## src/crcfp_pkg.sv

```systemverilog
// Shared constants, codes and types of the framed packet parser.
package crcfp_pkg;

    localparam int MAX_PAYLOAD = 64;
    localparam int PAY_AW      = 6;   // payload RAM address width
    localparam int LEN_W       = 7;   // length field width, holds MAX_PAYLOAD

    localparam logic [15:0] CRC_INIT = 16'hFFFF;
    localparam logic [15:0] CRC_POLY = 16'h1021;

    localparam logic [7:0] RST_SOF1    = 8'hAA;
    localparam logic [7:0] RST_SOF2    = 8'h55;
    localparam logic [7:0] RST_VERSION = 8'h01;

    // configuration register indexes
    localparam logic [1:0] CFG_SOF1    = 2'd0;
    localparam logic [1:0] CFG_SOF2    = 2'd1;
    localparam logic [1:0] CFG_VERSION = 2'd2;

    typedef enum logic [2:0] {
        STAT_NONE    = 3'd0,
        STAT_FRAME   = 3'd1,
        STAT_VER_ERR = 3'd2,
        STAT_LEN_ERR = 3'd3,
        STAT_CRC_ERR = 3'd4
    } t_status;

    typedef enum logic [3:0] {
        RX_HUNT,
        RX_SOF2,
        RX_VER,
        RX_TYPE,
        RX_SEQ,
        RX_LEN,
        RX_PAY,
        RX_CRC_LO,
        RX_CRC_HI
    } t_rx_state;

    typedef enum logic [1:0] {
        TX_IDLE,
        TX_RD,
        TX_OUT,
        TX_ONE
    } t_tx_state;

    // frame outcome handed from the receiver to the release sequencer
    typedef struct packed {
        logic             valid;
        t_status          status;
        logic [7:0]       ftype;
        logic [7:0]       seq;
        logic [LEN_W-1:0] len;
    } t_rel_req;

endpackage

```

## src/crcfp_ram.sv

```systemverilog
// Generic single-port-write, single-port-read RAM with registered read data.
module crcfp_ram #(
    parameter int DEPTH = 64,
    parameter int WIDTH = 8
) (
    input  logic                     i_clk,
    input  logic                     i_wr_en,
    input  logic [$clog2(DEPTH)-1:0] i_wr_addr,
    input  logic [WIDTH-1:0]         i_wr_data,
    input  logic                     i_rd_en,
    input  logic [$clog2(DEPTH)-1:0] i_rd_addr,
    output logic [WIDTH-1:0]         o_rd_data
);

    logic [WIDTH-1:0] r_mem [DEPTH];
    logic [WIDTH-1:0] r_rd_data;

    always_ff @(posedge i_clk) begin
        if (i_wr_en) begin
            r_mem[i_wr_addr] <= i_wr_data;
        end
    end

    always_ff @(posedge i_clk) begin
        if (i_rd_en) begin
            r_rd_data <= r_mem[i_rd_addr];
        end
    end

    assign o_rd_data = r_rd_data;

endmodule

```

## src/crcfp_rx.sv

```systemverilog
// Receive side: start-byte hunt, header capture, CRC, payload write, error counters.
module crcfp_rx
    import crcfp_pkg::*;
(
    input  logic              i_clk,
    input  logic              i_rst_n,
    input  logic              i_cfg_we,
    input  logic [1:0]        i_cfg_idx,
    input  logic [7:0]        i_cfg_wdata,
    input  logic              i_acc,
    input  logic [7:0]        i_rx_byte,
    output logic              o_wr_en,
    output logic [PAY_AW-1:0] o_wr_addr,
    output logic [7:0]        o_wr_data,
    output t_rel_req          o_req,
    output logic [15:0]       o_verr,
    output logic [15:0]       o_lerr,
    output logic [15:0]       o_cerr
);

    t_rx_state         r_state, n_state;
    logic [7:0]        r_sof1, r_sof2, r_exp_ver;
    logic [PAY_AW-1:0] r_off, n_off;
    logic [15:0]       r_crc, n_crc;
    logic [7:0]        r_ver, n_ver;
    logic [7:0]        r_type, n_type;
    logic [7:0]        r_seq, n_seq;
    logic [LEN_W-1:0]  r_len, n_len;
    logic [7:0]        r_trl_lo, n_trl_lo;
    logic [15:0]       r_verr, n_verr;
    logic [15:0]       r_lerr, n_lerr;
    logic [15:0]       r_cerr, n_cerr;
    logic [15:0]       crc_upd;
    logic              hdr_bad_ver, hdr_bad_len, pay_last;

    // MSB-first CRC-16, one byte
    function automatic logic [15:0] crc16_byte(input logic [15:0] crc, input logic [7:0] b);
        logic [15:0] c;
        c = crc ^ {b, 8'h00};
        for (int k = 0; k < 8; k++) begin
            c = c[15] ? ({c[14:0], 1'b0} ^ CRC_POLY) : {c[14:0], 1'b0};
        end
        return c;
    endfunction

    assign crc_upd     = crc16_byte(r_crc, i_rx_byte);
    assign hdr_bad_ver = (r_ver != r_exp_ver);
    assign hdr_bad_len = (i_rx_byte > 8'(MAX_PAYLOAD));
    assign pay_last    = ({1'b0, r_off} == (r_len - LEN_W'(1)));

    // next state
    always_comb begin
        n_state = r_state;
        if (i_acc) begin
            unique case (r_state)
                RX_HUNT: begin
                    if (i_rx_byte == r_sof1) n_state = RX_SOF2;
                end
                RX_SOF2: begin
                    if (i_rx_byte == r_sof2)      n_state = RX_VER;
                    else if (i_rx_byte != r_sof1) n_state = RX_HUNT;
                end
                RX_VER:  n_state = RX_TYPE;
                RX_TYPE: n_state = RX_SEQ;
                RX_SEQ:  n_state = RX_LEN;
                RX_LEN: begin
                    if (hdr_bad_ver || hdr_bad_len) n_state = RX_HUNT;
                    else if (i_rx_byte == 8'd0)     n_state = RX_CRC_LO;
                    else                            n_state = RX_PAY;
                end
                RX_PAY: begin
                    if (pay_last) n_state = RX_CRC_LO;
                end
                RX_CRC_LO: n_state = RX_CRC_HI;
                RX_CRC_HI: n_state = RX_HUNT;
                default:   n_state = RX_HUNT;
            endcase
        end
    end

    // datapath and outputs
    always_comb begin
        n_off    = r_off;
        n_crc    = r_crc;
        n_ver    = r_ver;
        n_type   = r_type;
        n_seq    = r_seq;
        n_len    = r_len;
        n_trl_lo = r_trl_lo;
        n_verr   = r_verr;
        n_lerr   = r_lerr;
        n_cerr   = r_cerr;
        o_req    = '0;
        o_wr_en  = 1'b0;
        if (i_acc) begin
            unique case (r_state)
                RX_HUNT: ;
                RX_SOF2: n_crc = CRC_INIT;
                RX_VER: begin
                    n_crc = crc_upd;
                    n_ver = i_rx_byte;
                end
                RX_TYPE: begin
                    n_crc  = crc_upd;
                    n_type = i_rx_byte;
                end
                RX_SEQ: begin
                    n_crc = crc_upd;
                    n_seq = i_rx_byte;
                end
                RX_LEN: begin
                    n_crc = crc_upd;
                    if (hdr_bad_ver) begin
                        n_verr       = r_verr + 16'd1;
                        o_req.valid  = 1'b1;
                        o_req.status = STAT_VER_ERR;
                    end else if (hdr_bad_len) begin
                        n_lerr       = r_lerr + 16'd1;
                        o_req.valid  = 1'b1;
                        o_req.status = STAT_LEN_ERR;
                    end else begin
                        n_len = i_rx_byte[LEN_W-1:0];
                        n_off = '0;
                    end
                end
                RX_PAY: begin
                    o_wr_en = 1'b1;
                    n_crc   = crc_upd;
                    n_off   = r_off + PAY_AW'(1);
                end
                RX_CRC_LO: n_trl_lo = i_rx_byte;
                RX_CRC_HI: begin
                    o_req.valid = 1'b1;
                    if ({i_rx_byte, r_trl_lo} != r_crc) begin
                        n_cerr       = r_cerr + 16'd1;
                        o_req.status = STAT_CRC_ERR;
                    end else begin
                        o_req.status = STAT_FRAME;
                        o_req.ftype  = r_type;
                        o_req.seq    = r_seq;
                        o_req.len    = r_len;
                    end
                end
                default: ;
            endcase
        end
    end

    assign o_wr_addr = r_off;
    assign o_wr_data = i_rx_byte;
    assign o_verr    = r_verr;
    assign o_lerr    = r_lerr;
    assign o_cerr    = r_cerr;

    always_ff @(posedge i_clk) begin
        if (!i_rst_n) begin
            r_state   <= RX_HUNT;
            r_off     <= '0;
            r_crc     <= CRC_INIT;
            r_verr    <= '0;
            r_lerr    <= '0;
            r_cerr    <= '0;
            r_sof1    <= RST_SOF1;
            r_sof2    <= RST_SOF2;
            r_exp_ver <= RST_VERSION;
        end else begin
            r_state <= n_state;
            r_off   <= n_off;
            r_crc   <= n_crc;
            r_verr  <= n_verr;
            r_lerr  <= n_lerr;
            r_cerr  <= n_cerr;
            if (i_cfg_we) begin
                unique case (i_cfg_idx)
                    CFG_SOF1:    r_sof1    <= i_cfg_wdata;
                    CFG_SOF2:    r_sof2    <= i_cfg_wdata;
                    CFG_VERSION: r_exp_ver <= i_cfg_wdata;
                    default: ;
                endcase
            end
        end
    end

    // header and trailer holding registers
    always_ff @(posedge i_clk) begin
        r_ver    <= n_ver;
        r_type   <= n_type;
        r_seq    <= n_seq;
        r_len    <= n_len;
        r_trl_lo <= n_trl_lo;
    end

endmodule

```

## src/crcfp_tx.sv

```systemverilog
// Release sequencer: reads the payload RAM and drives the result channel.
module crcfp_tx
    import crcfp_pkg::*;
(
    input  logic              i_clk,
    input  logic              i_rst_n,
    input  t_rel_req          i_req,
    output logic              o_idle,
    output logic              o_rd_en,
    output logic [PAY_AW-1:0] o_rd_addr,
    input  logic [7:0]        i_rd_data,
    output logic              o_valid,
    input  logic              i_ready,
    output logic [2:0]        o_status,
    output logic [7:0]        o_frame_type,
    output logic [7:0]        o_sequence_res,
    output logic [LEN_W-1:0]  o_payload_length,
    output logic [7:0]        o_payload_byte,
    output logic [PAY_AW-1:0] o_payload_position,
    output logic              o_last
);

    t_tx_state         r_state, n_state;
    t_status           r_status;
    logic [7:0]        r_type, r_seq;
    logic [LEN_W-1:0]  r_len;
    logic [PAY_AW-1:0] r_idx, n_idx;
    logic              last_byte, step;

    assign last_byte = ({1'b0, r_idx} == (r_len - LEN_W'(1)));
    assign step      = (r_state == TX_OUT) && i_ready && !last_byte;

    // next state
    always_comb begin
        n_state = r_state;
        unique case (r_state)
            TX_IDLE: begin
                if (i_req.valid) begin
                    if (i_req.status == STAT_FRAME && i_req.len != '0) n_state = TX_RD;
                    else                                               n_state = TX_ONE;
                end
            end
            TX_RD:  n_state = TX_OUT;
            TX_OUT: begin
                if (i_ready && last_byte) n_state = TX_IDLE;
            end
            TX_ONE: begin
                if (i_ready) n_state = TX_IDLE;
            end
            default: n_state = TX_IDLE;
        endcase
    end

    // outputs
    always_comb begin
        o_idle  = (r_state == TX_IDLE);
        o_valid = (r_state == TX_OUT) || (r_state == TX_ONE);
        o_rd_en = (r_state == TX_RD) || step;
        if (r_state == TX_IDLE) n_idx = '0;
        else if (step)          n_idx = r_idx + PAY_AW'(1);
        else                    n_idx = r_idx;
        o_rd_addr = n_idx;
    end

    assign o_status           = r_status;
    assign o_frame_type       = r_type;
    assign o_sequence_res     = r_seq;
    assign o_payload_length   = r_len;
    assign o_payload_byte     = (r_state == TX_OUT) ? i_rd_data : 8'd0;
    assign o_payload_position = r_idx;
    assign o_last             = (r_state == TX_ONE) || ((r_state == TX_OUT) && last_byte);

    always_ff @(posedge i_clk) begin
        if (!i_rst_n) begin
            r_state <= TX_IDLE;
            r_idx   <= '0;
        end else begin
            r_state <= n_state;
            r_idx   <= n_idx;
        end
    end

    always_ff @(posedge i_clk) begin
        if (r_state == TX_IDLE && i_req.valid) begin
            r_status <= i_req.status;
            r_type   <= i_req.ftype;
            r_seq    <= i_req.seq;
            r_len    <= i_req.len;
        end
    end

`ifndef SYNTH
    // receiver must never finish a frame while a release is in flight
    a_req_only_idle: assert property (@(posedge i_clk) disable iff (!i_rst_n)
        (r_state != TX_IDLE) |-> !i_req.valid)
        else $error("frame outcome arrived while release busy");

    a_done_idle: assert property (@(posedge i_clk) disable iff (!i_rst_n)
        (o_valid && i_ready && o_last) |=> (r_state == TX_IDLE))
        else $error("release did not end after last transfer");

    a_err_single: assert property (@(posedge i_clk) disable iff (!i_rst_n)
        (o_valid && o_status != STAT_FRAME) |-> (o_last && o_payload_length == '0))
        else $error("error result not a single empty transfer");

    a_rd_first: assert property (@(posedge i_clk) disable iff (!i_rst_n)
        (r_state == TX_RD) |=> (r_state == TX_OUT && r_idx == '0))
        else $error("payload release did not start at entry zero");
`endif

endmodule

```

## src/crc16_framed_packet_parser.sv

```systemverilog
// Top level of the SOF/length framed packet parser with CRC-16/CCITT-FALSE check.
//
//  channel   | direction | handshake           | payload
//  ----------+-----------+---------------------+---------------------------------------
//  rx bytes  | in        | i_valid / o_ready   | i_rx_byte
//  results   | out       | o_valid / i_ready   | o_status .. o_crc_error_total
//  config    | in        | i_cfg_we (no wait)  | i_cfg_idx, i_cfg_wdata
//
// Bytes are taken one per cycle while a frame is being received.
// On the closing CRC byte (on the length byte for a version or length error), the
// frame outcome goes to the release sequencer; o_ready stays low until its final
// result transfer. An error or empty frame is one result; N payload bytes give N
// results, read from the payload RAM (first read in TX_RD), one result per cycle
// while i_ready is high. Stalls on i_ready hold the result and extend the release.
// Reset (synchronous, active low) clears the parser state, the error counters and
// restores the default start bytes and version; the payload RAM is not cleared.
module crc16_framed_packet_parser
    import crcfp_pkg::*;
(
    input  logic              i_clk,
    input  logic              i_rst_n,
    // configuration writes
    input  logic              i_cfg_we,
    input  logic [1:0]        i_cfg_idx,
    input  logic [7:0]        i_cfg_wdata,
    // received bytes
    input  logic              i_valid,
    output logic              o_ready,
    input  logic [7:0]        i_rx_byte,
    // results
    output logic              o_valid,
    input  logic              i_ready,
    output logic [2:0]        o_status,
    output logic [7:0]        o_frame_type,
    output logic [7:0]        o_sequence_res,
    output logic [LEN_W-1:0]  o_payload_length,
    output logic [7:0]        o_payload_byte,
    output logic [PAY_AW-1:0] o_payload_position,
    output logic              o_last,
    output logic [15:0]       o_version_error_total,
    output logic [15:0]       o_length_error_total,
    output logic [15:0]       o_crc_error_total
);

    t_rel_req          rel_req;
    logic              tx_idle;
    logic              rx_acc;
    logic              wr_en, rd_en;
    logic [PAY_AW-1:0] wr_addr, rd_addr;
    logic [7:0]        wr_data, rd_data;

    // byte input is held off for the whole release, so RAM writes of the
    // next frame cannot overtake reads of the current one
    assign o_ready = tx_idle;
    assign rx_acc  = i_valid && o_ready;

    crcfp_rx u_rx (
        .i_clk       (i_clk),
        .i_rst_n     (i_rst_n),
        .i_cfg_we    (i_cfg_we),
        .i_cfg_idx   (i_cfg_idx),
        .i_cfg_wdata (i_cfg_wdata),
        .i_acc       (rx_acc),
        .i_rx_byte   (i_rx_byte),
        .o_wr_en     (wr_en),
        .o_wr_addr   (wr_addr),
        .o_wr_data   (wr_data),
        .o_req       (rel_req),
        .o_verr      (o_version_error_total),
        .o_lerr      (o_length_error_total),
        .o_cerr      (o_crc_error_total)
    );

    // payload buffer, one entry per payload byte
    crcfp_ram #(
        .DEPTH (MAX_PAYLOAD),
        .WIDTH (8)
    ) u_ram (
        .i_clk     (i_clk),
        .i_wr_en   (wr_en),
        .i_wr_addr (wr_addr),
        .i_wr_data (wr_data),
        .i_rd_en   (rd_en),
        .i_rd_addr (rd_addr),
        .o_rd_data (rd_data)
    );

    // counters stay stable during a release since no byte is accepted then
    crcfp_tx u_tx (
        .i_clk              (i_clk),
        .i_rst_n            (i_rst_n),
        .i_req              (rel_req),
        .o_idle             (tx_idle),
        .o_rd_en            (rd_en),
        .o_rd_addr          (rd_addr),
        .i_rd_data          (rd_data),
        .o_valid            (o_valid),
        .i_ready            (i_ready),
        .o_status           (o_status),
        .o_frame_type       (o_frame_type),
        .o_sequence_res     (o_sequence_res),
        .o_payload_length   (o_payload_length),
        .o_payload_byte     (o_payload_byte),
        .o_payload_position (o_payload_position),
        .o_last             (o_last)
    );

endmodule
```

## config.mk

```make
export PLATFORM = sky130hd
export DESIGN_NAME = crc16_framed_packet_parser
export DESIGN_NICKNAME = d
export VERILOG_FILES = /design/src/crcfp_pkg.sv /design/src/crcfp_ram.sv /design/src/crcfp_rx.sv /design/src/crcfp_tx.sv /design/src/crc16_framed_packet_parser.sv
export SDC_FILE = /design/constraint.sdc
export NUM_CORES = 1
export LEC_CHECK = 0
export ABC_CLOCK_PERIOD_IN_PS = 4250
export BUFFER_PORTS_ARGS = -buffer_cell sky130_fd_sc_hd__buf_4
export CORE_AREA = 3 3 340 342
export DETAILED_ROUTE_END_ITERATION = 7
export DIE_AREA = 0 0 343 345
export GPL_TIMING_DRIVEN = 0
export PLACE_DENSITY = 0.46
export SYNTH_ARGS = -nofsm -noshare
export SYNTH_HDL_FRONTEND = slang
export SYNTH_HIERARCHICAL = 1
export SYNTH_SLANG_ARGS = --single-unit
export TNS_END_PERCENT = 20
```

## constraint.sdc

```tcl
create_clock -name i_clk -period 4.25 [get_ports i_clk]
set_input_delay 1.275 -clock i_clk [delete_from_list [all_inputs] [get_ports i_clk]]
set_output_delay 1.275 -clock i_clk [all_outputs]
set_load 0.02 [all_outputs]
```

Yosys cells after proc, flatten, opt, wreduce, memory -nomap -nowiden:

Memory sizes are Yosys's and may differ from the RTL's. A register that Yosys moved wholly into a read port is not among the register bits.
Index checks and enable logic that the tools add are counted.

* order comparisons: 1
* add/sub/neg operators: 7
* bitwise gates (word level): 13
* equal/unequal tests: 29
* mux-type cells: 38
* reductions and logical operators: 36

Operators with widths (number)
* $mux W13: 8
* $add A16 B1 Y16 const B: 3
* $mux W23: 2
* $pmux W16 S2: 1
* $pmux W4 S8: 1
* $mux W4: 7
* $mux W27: 1
* $mux W6: 4
* $not A3 Y3: 8
* $eq A4 B3 Y1 const B: 4
* $eq A8 B8 Y1: 2
* $ne A16 B16 Y1: 1
* $ne A8 B8 Y1: 2
* $reduce_and A2 Y1: 8
* $reduce_and A4 Y1: 4
* $xor A16 B16 Y16: 1
* $eq A6 B7 Y1: 2
* $sub A7 B1 Y7 const B: 2
* $add A6 B1 Y6 const B: 2
* $pmux W6 S2: 1
* $reduce_and A3 Y1: 3
* $eq A4 B2 Y1 const B: 2
* $gt A8 B7 Y1 const B: 1
* $logic_not A8 Y1: 1
* other kinds (24): 53

* flip-flop bits (word level): 171
* logic and storage cells: 145
* output and inout bits: 91
* bits of input ports: 23
* RAM bits: 512
* memories: 1

Memories
* u_ram.r_mem: depth 64, width 8, rd ports 1, clocked after memory_dff 1, wr ports 1, line crcfp_ram.sv:15 `logic [WIDTH-1:0] r_mem [DEPTH];`

Longest topological paths before layout:

Gate-level depths: netlist of the first run.

* depth in word-level cells: 18
* gate-level depth with buffers: 17
* depth with buffers taken out: 13

By module:

The synthesis of the first run kept the hierarchy.

By module, submodules not included
* crcfp_ram: area each 20246.9 µm², instances 1, cells each 940, seq. area each 15615.0 µm²
* crcfp_rx: area each 6443.7 µm², instances 1, cells each 666, seq. area each 3133.0 µm²
* crcfp_tx: area each 1472.7 µm², instances 1, cells each 114, seq. area each 940.9 µm²
* crc16_framed_packet_parser: area each 6.3 µm², instances 1, cells each 1, seq. area each 0.0 µm²

Worst setup path after synthesis of the first run:

No wires, ideal clock.

* kind: register -> register
* start point: register u_tx.r_len[0], in the netlist u_tx/o_payload_length[0]
* end point: register u_ram.r_rd_data[0], in the netlist u_ram/o_rd_data[0], read port of u_ram.r_mem, data pin
* data arrival time: 3550 ps
* setup time: 262 ps
* required time: 3988 ps
* buffers on the path: 3
* cell stages (with the launch flop): 15
* clock period less this slack: 3813 ps
* slack: 437 ps
* cell sequence: edfxtp_1 > inv_1 > ha_1 > nand2b_4 > or4b_4 > nand4_2 > o2111ai_1 > or3_1 > a21oi_1 > clkbuf_1 > clkbuf_1 > clkbuf_1 > o2111ai_1 > nand2_1 > o2bb2ai_1

* cells in the longest elaborated chain, start to end: 6
* elaborated cells between the ends (all ways): 7
* classes of those cells: add/sub: 1; eq/ne: 1; mux: 2; reduce/logical: 3

RTL lines
* from (decl): line crcfp_tx.sv:26 `logic [LEN_W-1:0] r_len;`
* from (signal assigned): line crcfp_tx.sv:88 `r_len <= i_req.len;`
* $sub A7 B1 Y7: line crcfp_tx.sv:30 `assign last_byte = ({1'b0, r_idx} == (r_len - LEN_W'(1)));`
* $eq A6 B7 Y1: line crcfp_tx.sv:30
* $logic_not A1 Y1: line crcfp_tx.sv:31 `assign step = (r_state == TX_OUT) && i_ready && !last_byte;`
* $logic_and A1 B1 Y1: line crcfp_tx.sv:31
* $mux W6: line crcfp_tx.sv:60 `else if (step) n_idx = r_idx + PAY_AW'(1);`
* $mux W6: line crcfp_tx.sv:59 `if (r_state == TX_IDLE) n_idx = '0;`
* via rd_addr[4]: line crc16_framed_packet_parser.sv:49 `logic [PAY_AW-1:0] wr_addr, rd_addr;`
* to (decl): line crcfp_ram.sv:16 `logic [WIDTH-1:0] r_rd_data;`

The timed path passes the listed nets, and every way through them passes these cells.
A chain may end at the register's enable or synchronous reset.

Worst setup path after layout of the first run:

* start point: register u_tx.r_len[1], in the netlist u_tx/o_payload_length[1]
* end point: register u_ram.r_rd_data[6], in the netlist u_ram/o_rd_data[6], read port of u_ram.r_mem, data pin

Same word-level chain as after synthesis.

==> results of run 1 <==
==> flip-flops by register name, summed over array words and instances, names as in the netlist, 16 cells and up <==
| name | count |
|---|---|
| u_rx/o_verr | 16 |
| u_ram/r_mem | 512 |
| u_rx/o_cerr | 16 |
| u_rx/o_lerr | 16 |
| u_rx/r_crc | 16 |
==> critical path, cell delays in order (launching register included) <==
cell	delay [ps]
edfxtp_1	430
inv_1	80
ha_1	240
nand2b_4	80
or3_2	470
o2111ai_2	160
o211ai_4	160
xor2_1	220
nor2_2	180
buf_6	200
buf_12	140
mux4_2	510
mux2_2	310
o221a_2	300
nor3_2	310
o32ai_2	180
==> through the flow <==
stage | total power, W | cells | setup slack, ps | util (%)
after floorplan | 0.00761 | 1721 | 437 | -
after global placement | 0.00772 | 3334 | -1380 | 27.4
after detailed placement | 0.00773 | 3335 | -1430 | 27.4
after CTS | 0.0143 | 3480 | -146 | 30.0
after global routing | 0.0147 | 3481 | -149 | 30.1
final | 0.0142 | 3481 | 12.4 | 30.1
==> where the power goes <==
| part | total [W] | switching, W | internal [W] |
|---|---|---|---|
| Combinational | 0.000227 | 0.000172 | 0.0000554 |
| Sequential | 0.00735 | 0.00000541 | 0.00734 |
| Clock | 0.00658 | 0.00271 | 0.00387 |
| Total | 0.0142 | 0.00289 | 0.0113 |
==> placed cells by master, fill, tap and decap left out, drive strengths merged, types with 15 or more instances in the layout <==
master  netlist  routed
edfxtp      585     585
buf          48     169
nor2        151     151
clkbuf       43     137
mux4        126     126
dfxtp       106     106
nand2        96      96
xor2         55      55
mux2i        54      54
xnor2        44      44
nand3        38      38
and2         36      36
clkinv        0      34
a21oi        29      29
o21ai        26      26
o22ai        24      24
inv          19      21
nand4        20      20
nor4         20      20
nand2b       16      16
nor3         16      16
nor2b        15      15
==> kinds of logic after synthesis <==
family	after synthesis
DFF	691
and+or+nand+nor	464
adders and majority gates	7
muxes	193
xor gates and xnor gates	99
buffers and inverters	110
AOI/OAI and AO/OA	157
==> path summary, 6_finish.rpt <==
| check | slack [ps] | to |
|---|---|---|
| worst min-delay path | 480 | u_rx/o_lerr[15] |
| worst max-delay path | 10 | u_ram/o_rd_data[6] |
| worst max register to register | 10 | u_ram/o_rd_data[6] |
| worst min register to register | 480 | u_rx/o_lerr[15] |
==> final cells by class <==
cell class                      count  area, um^2  share of cell area, %
Clock buffer                       95        2060                   6.08
Buffer                             90         686                   2.02
Tap cell                         1500        1880                   5.54
Sequential cell                   691       19700                   58.1
Inverter                           19        71.3                  0.211
Clock inverter                     44         412                   1.22
Timing Repair Buffer              122         932                   2.75
Multi-Input combinational cell    920        8150                   24.1
==> repair_timing <==
item / in CTS / in global routing
buffers inserted: 7 / 0
pin swaps: 4 / 1
endpoints found under the setup margin: 119 / 489
resized for setup: 98 / 31
==> per-layer routing <==
layer / share of wire (%) / global-route usage [%]
met1: 42 / 17.2
met2: 49 / 22.5
met3: 7.0 / 3.40
met4: 2.3 / 3.72
met5: 0.015 / 0
==> impl_metrics.toml, run 1 <==
[worst_setup_path]
worstSetupStartpoint = "u_tx/o_payload_length[1]"
r2r-start = "u_tx/o_payload_length[1]"
crit_fanout = 5
arrival_ps = 4580
startpoint_type = "register"
rr_worst_depth = 15
crit_path_end_kind = "register"
worst_ep_required_time_ps = 4590
critPathKind = "register to register"

[pwr]
power_density_nw_per_um2 = 418
ir_drop_mv = 0.258
leakage_nw = 10.5

[yosys]
synth_ff_type = "edfxtp_1"
synth_nets = 1751
ys_seq_area_share_pct = 69.9
synth_common_cells = "edfxtp_1, nor2_1, mux4_2"
avgSynthCellArea_um2 = 16.4
synth_top_family_by_area = "multiplexers"
synthSimpleGateAreaFrac_pct = 8.26
synth-seq-cells = 691
synth_compound_area_share_pct = 3.91
synthXorXnorAreaFrac_pct = 3.08
syn_area_um2 = 28200
muxShareOfSynthArea_pct = 12.5
yosysTopAreaCellShare_pct = 62.4
synth.area.top_cells = "edfxtp_1, mux4_2, dfxtp_1"
synthAdderAreaFrac_pct = 0.311
syn_inst = 1721
yosysMostFrequentCell = "edfxtp_1"
synth_cell_types = 72
yosysWarnings = 6
async_reset_ff_share_pct = 0
yosysTopAreaCell = "edfxtp_1"
synth_edf_count = 585

[floorplan]
die_w_um = 343
initial_utilization_pct = 25.0
row_count = 123
die_h_um = 345
io_pins = 114
core_um2 = 113000
dieArea_um2 = 118000

[final_layout]
drive_above_1_share_pct = 25.0
final_nets = 1950
final_area_um2 = 33900
n_antenna_cell = 0
area_delta_synth_final_pct = 20.2
fill_cells = 11200

[min_path]
hp-class = "register to register"
hold_path.startpoint = "u_rx/o_lerr[15]"
min_path_cells = 2

[clock_tree]
root_buffer = "clkbuf_16"
clk_pin_slew_ps = 50
cts-htree-levels = 3
hold_buffers = 0
cts_sinks = 691
clk_latency_ps = 630
cts_tree = "yes"
clk_path_buf_depth = 3
cts_buffers = 76

[sta]
hold_viol = 0
skew_ps = 30.5
finalSetupViolCount = 0
worst_hold_slack_ps = 480
slew_violations = 0
worstMarginPinSlew_ps = 1240
clock.fmax_mhz = 236
period_needed_ps = 4240
slew_headroom_pct = 16.4
fin_crit_sh_pct = 99.7
rsz0062_at_grt = "yes"
tns_ps = 0

[routing]
via_per_inst = 4.63
wl_per_cell_um = 23.0
vias = 16100
drt_pass1_iterations = 5
drc = 0
ant_nets = 0
wirelength_mm = 80.0
first_iter_violations = 1263

[global_route]
grt_start_max_net_pins = 65
overflow = 0
grt_pass1_vias = 16800
grt_usage_pct = 13.4
antenna_found_initial = 1
grt_pass1_wl_mm = 117

[place]
port_buffers = 113
gp_congestion = 0.866
place_area_um2 = 30900
hpwlAfterDp_mm = 53.5

[status]
status = "complete, no violations"

[flow_run]
maxCapViolCount = 0
(Power assumes the default switching activity.)
==> inputs of run 2 (changes only) <==
- CELL_PAD_IN_SITES_DETAIL_PLACEMENT: default -> 1
- CELL_PAD_IN_SITES_GLOBAL_PLACEMENT: default -> 1
- PLACE_DENSITY: 0.46 -> 0.5
==> run 2 against run 1 <==
Sequential share of layout area shrank 1.2 points. Die area unchanged. Setup slack improved by 40 ps. Fmax rose by 0.94%. Cell area grew 2.0%. Final cell count increased by 0.46%. Sequential power barely moved. Core utilization grew 0.61 points. Via count rose by 1.1%. Flip-flop and latch count is the same. First-iteration DRC count down 12%.
==> impl_metrics.toml, run 2 (synthesized netlist as in run 1, its figures left out) <==
[floorplan]
io_pins = 114
row_count = 123
initial_utilization_pct = 25.0
die_h_um = 345
die_w_um = 343
dieArea_um2 = 118000
core_um2 = 113000

[routing]
drt_pass1_iterations = 5
ant_nets = 0
vias = 16300
wl_per_cell_um = 24.2
wirelength_mm = 84.5
via_per_inst = 4.66
first_iter_violations = 1115
drc = 0

[flow_run]
maxCapViolCount = 0

[sta]
slew_violations = 0
clock.fmax_mhz = 238
period_needed_ps = 4200
hold_viol = 0
worstMarginPinSlew_ps = 1330
skew_ps = 30.7
fin_ws_ps = 51.9
fin_crit_sh_pct = 98.8
worst_hold_slack_ps = 507
tns_ps = 0
slew_headroom_pct = 10.6
finalSetupViolCount = 0
rsz0062_at_grt = "yes"

[global_route]
grt_pass1_wl_mm = 122
antenna_found_initial = 5
busiest_layer = "met2"
grt_usage_pct = 14.1
grt_start_max_net_pins = 65
grt_pass1_vias = 17200
grt.met1_usage_pct = 18.7
gr-usage-met3_pct = 3.03
grtUsageMet2_pct = 22.9
overflow = 0

[worst_setup_path]
arrival_ps = 4450
r2r-start = "u_tx/r_state[1]"
crit_fanout = 10
startpoint_type = "register"
max_stage_delay_ps = 930
cp_cell_sequence = "nor2_2, and2_1, nand2_1, inv_1, nor2b_1, nand3_1, nor2_1"
worstSetupStartpoint = "u_tx/r_state[1]"
worst_ep_required_time_ps = 4500
critPathKind = "register to register"
slowest_stage = "nor2_1"
crit_path_end_kind = "register"

[pwr]
ir_drop_mv = 0.278
power_density_nw_per_um2 = 440
leakage_nw = 10.8

[final_layout]
final_area_um2 = 34600
largest_reg_flops = 512
fill_cells = 11800
largest_register = "u_ram/r_mem"
n_antenna_cell = 0
final_nets = 1960
final_cell_mix = "edfxtp_1, buf_4, nor2_1"
drive_above_1_share_pct = 26.3
stdcell_count = 3497
final_common_cell = "edfxtp_1"
area_delta_synth_final_pct = 22.7

[clock_tree]
root_buffer = "clkbuf_16"
clk_latency_ps = 640
cts_buffers = 81
cts_tree = "yes"
cts-htree-levels = 3
hold_buffers = 0
clk_path_buf_depth = 3
clk_pin_slew_ps = 60
cts_sinks = 691

[place]
dp_slack_ps = -1530
port_buffers = 113
dp_cells = 3335
gp_congestion = 0.797
hpwlAfterDp_mm = 57.1
place_area_um2 = 30900

[min_path]
hold_path.startpoint = "u_rx/o_lerr[14]"
hp-class = "register to register"

[status]
status = "complete, no violations"
run 2: cell count changes in the layout (fill, tap and decap cells not counted), sizes merged, moves of 2 or more:
cell	before	now
inv	21	26
clkbuf	137	135
buf	169	177
bufinv	7	19
clkinv	34	27
run 2: cell type report:
type,count,area [um^2],area share [%]
clock buffer,95,2100,6.08
buffer,90,733,2.12
inverter,19,71.3,0.206
timing repair buffer,127,982,2.84
multi-input combinational,920,8270,23.9
clock inverter,55,838,2.43
tap,1500,1880,5.43
sequential,691,19700,57.0
run 2: worst paths after layout:
path	slack [ps]	cells after the start	to
min reg2reg	510	2	u_rx/o_lerr[14]
min	510	2	u_rx/o_lerr[14]
max reg2reg	50	7	u_ram/r_mem[38][5]
max	50	7	u_ram/r_mem[38][5]
run 2: report_power, final:
group          total [W]  internal (W)  leakage [nW]  switching [W]
logic           0.000235     0.0000554          3.27       0.000179
registers        0.00735       0.00734          6.06     0.00000565
clock network    0.00762       0.00474          1.43        0.00288
total             0.0152        0.0121          10.8        0.00307
run 2: through the flow:
stage | total power [W] | util (%)
after detailed placement | 0.00773 | 27.4
after floorplan | 0.00761 | -
after global placement | 0.00772 | 27.4
after CTS | 0.0154 | 30.5
after global routing | 0.0157 | 30.7
final | 0.0152 | 30.7
run 2: timing repair:
item / CTS / global route
setup endpoints to repair: 419 / 184
pin swaps: 5 / 7
resized for setup: 118 / 39
buffers inserted: 5 / 8
run 2: critical path, delay by kind of cell (launching register included):
| family | cells | cell delay (ps) |
|---|---|---|
| buffers and inverters | 1 | 290 |
| flip-flops | 1 | 390 |
| AND/OR/NAND/NOR | 6 | 3150 |
run 2: metal layers:
layer,up-vias,part of all wire [%]
li1,7148,-
met2,384,48
met5,-,0.024
met1,8620,44
met4,4,2.9
met3,131,5.2
==> inputs of run 3 (changes only) <==
- ABC_CLOCK_PERIOD_IN_PS: 4250 -> 5070
- clock period: 4.25 -> 5.07 ns (I/O delays scaled with it)
==> run 3 against run 2 <==
Core utilization fell by 0.58 points. First-iteration DRC count rose by 2.3%. Setup slack improved by 100 ps. Global-route usage fell by 0.054 points. Non-clock buffer count fell by 12. Largest power group unchanged. Highest routed layer unchanged.
==> impl_metrics.toml, run 3 (synthesized netlist as in run 1, its figures left out) <==
[clock_tree]
cts_tree = "yes"
clk_path_buf_depth = 3
cts_buffers = 81
root_buffer = "clkbuf_16"
clk_pin_slew_ps = 60
clk_latency_ps = 640
cts_sinks = 691
cts-htree-levels = 3
cts_setup_buffers = 0

[final_layout]
largest_register = "u_ram/r_mem"
area_delta_synth_final_pct = 20.4
final_cell_mix = "edfxtp_1, nor2_1, buf_4"
n_antenna_cell = 0
drive_above_1_share_pct = 22.9
largest_reg_flops = 512
final_area_um2 = 33900
final_nets = 1948
stdcell_count = 3485
final_common_cell = "edfxtp_1"

[global_route]
antenna_found_initial = 5
grt_usage_pct = 14.1
overflow = 0
grt_pass1_vias = 17100
grt_pass1_wl_mm = 122
grt_start_max_net_pins = 65

[sta]
clock.fmax_mhz = 203
skew_ps = 30.3
worstMarginPinSlew_ps = 1310
slew_headroom_pct = 12.1
fin_crit_sh_pct = 96.9
slew_violations = 0
period_needed_ps = 4910
rsz0062_at_grt = "yes"
fin_ws_ps = 156
hold_viol = 0
finalSetupViolCount = 0

[routing]
routed-wl-met2_mm = 40.7
met3_wirelength_mm = 4.69
vias = 16200
top_layer = "met5"
drc = 0
drt_pass1_iterations = 5
wirelength_mm = 84.2
ant_nets = 0
wl_met1_mm = 37.0
first_iter_violations = 1141
wl_per_cell_um = 24.2
via_per_inst = 4.65

[worst_setup_path]
crit_path_end_kind = "register"
rr_worst_depth = 16
crit_fanout = 10
arrival_ps = 5380
critPathKind = "register to register"
startpoint_type = "register"
worst_ep_required_time_ps = 5540

[pwr]
ir_drop_mv = 0.222
leakage_nw = 10.6
power_density_nw_per_um2 = 376

[flow_run]
maxCapViolCount = 0

[place]
hpwlAfterDp_mm = 57.1
gp_congestion = 0.797
dp_cells = 3335
dp_slack_ps = -835
place_area_um2 = 30900
port_buffers = 113

[status]
status = "complete, no violations"

[floorplan]
dieArea_um2 = 118000
core_um2 = 113000
io_pins = 114
die_w_um = 343
initial_utilization_pct = 25.0
die_h_um = 345
row_count = 123

[min_path]
min_path_cells = 2
hp-class = "register to register"
[run 3: cell count changes in the layout (fill, tap and decap cells not counted), moves of 5 or more]
cell and delta:
clkbuf_1 +6, nor2_2 -11, mux2i_1 +5, buf_4 -5, buf_12 -8, buf_2 +7
buf_8 -7, nor2_1 +12, buf_6 -6
[run 3: through the flow]
| stage | hold slack [ps] | power, W | TNS, ps | util, % |
|---|---|---|---|---|
| 2_1_floorplan | 462 | 0.00638 | 0 | - |
| 3_3_place_gp | 476 | 0.00647 | -4190 | 27.4 |
| 3_5_place_dp | 493 | 0.00648 | -4910 | 27.4 |
| 4_1_cts | 508 | 0.0129 | -4.35 | 30.1 |
| 5_1_grt | 535 | 0.0132 | -208 | 30.1 |
| 6_report | 507 | 0.0127 | 0 | 30.1 |
[run 3: worst paths after layout]
kind	slack, ps	start	end
setup reg to reg	160	u_tx/o_payload_length[0]	u_ram/o_rd_data[7]
hold reg to reg	510	u_rx/o_lerr[14]	u_rx/o_lerr[14]
hold / removal	510	u_rx/o_lerr[14]	u_rx/o_lerr[14]
setup / recovery	160	u_tx/o_payload_length[0]	u_ram/o_rd_data[7]
[run 3: metal layers]
metal / track usage (%) / vias up
li1: - / 7109
met1: 18.7 / 8549
met2: 23.2 / 422
met3: 2.90 / 117
met4: 3.79 / 4
met5: 0 / -
[run 3: layout make-up]
class	count	area, um^2
Buffer	91	524
Timing Repair Buffer	114	860
Clock buffer	95	2100
Inverter	19	71.3
Clock inverter	55	838
Tap cell	1500	1880
Multi-Input combinational cell	920	7950
Fill cell	11800	78700
Sequential cell	691	19700
[run 3: where the power goes]
group	total, W	leakage [nW]	switching, W	internal [W]
combinational	0.000197	3.10	0.000151	0.0000465
sequential	0.00616	6.06	0.00000474	0.00616
clock	0.00638	1.43	0.00241	0.00397
[run 3: critical path, cell delays in order (launching register included)]
cell and delay [ps]:
edfxtp_1 440, inv_1 90, ha_1 230, nand2b_4 80, or4b_4 510, nand4_2 130, o2111ai_1 230, xor2_1 240
nor2_1 120, buf_2 340, buf_2 430, buf_2 400, clkbuf_1 520, o221ai_1 250, o21ai_0 270, o311ai_1 200
nand2_1 220
[run 3: repair_timing]
| item | in CTS | in global routing |
|---|---|---|
| hold buffers | 0 | 0 |
| endpoints found under the setup margin | 8 | 8 |
| resized for setup | 10 | 15 |
| pin swaps | 0 | 0 |
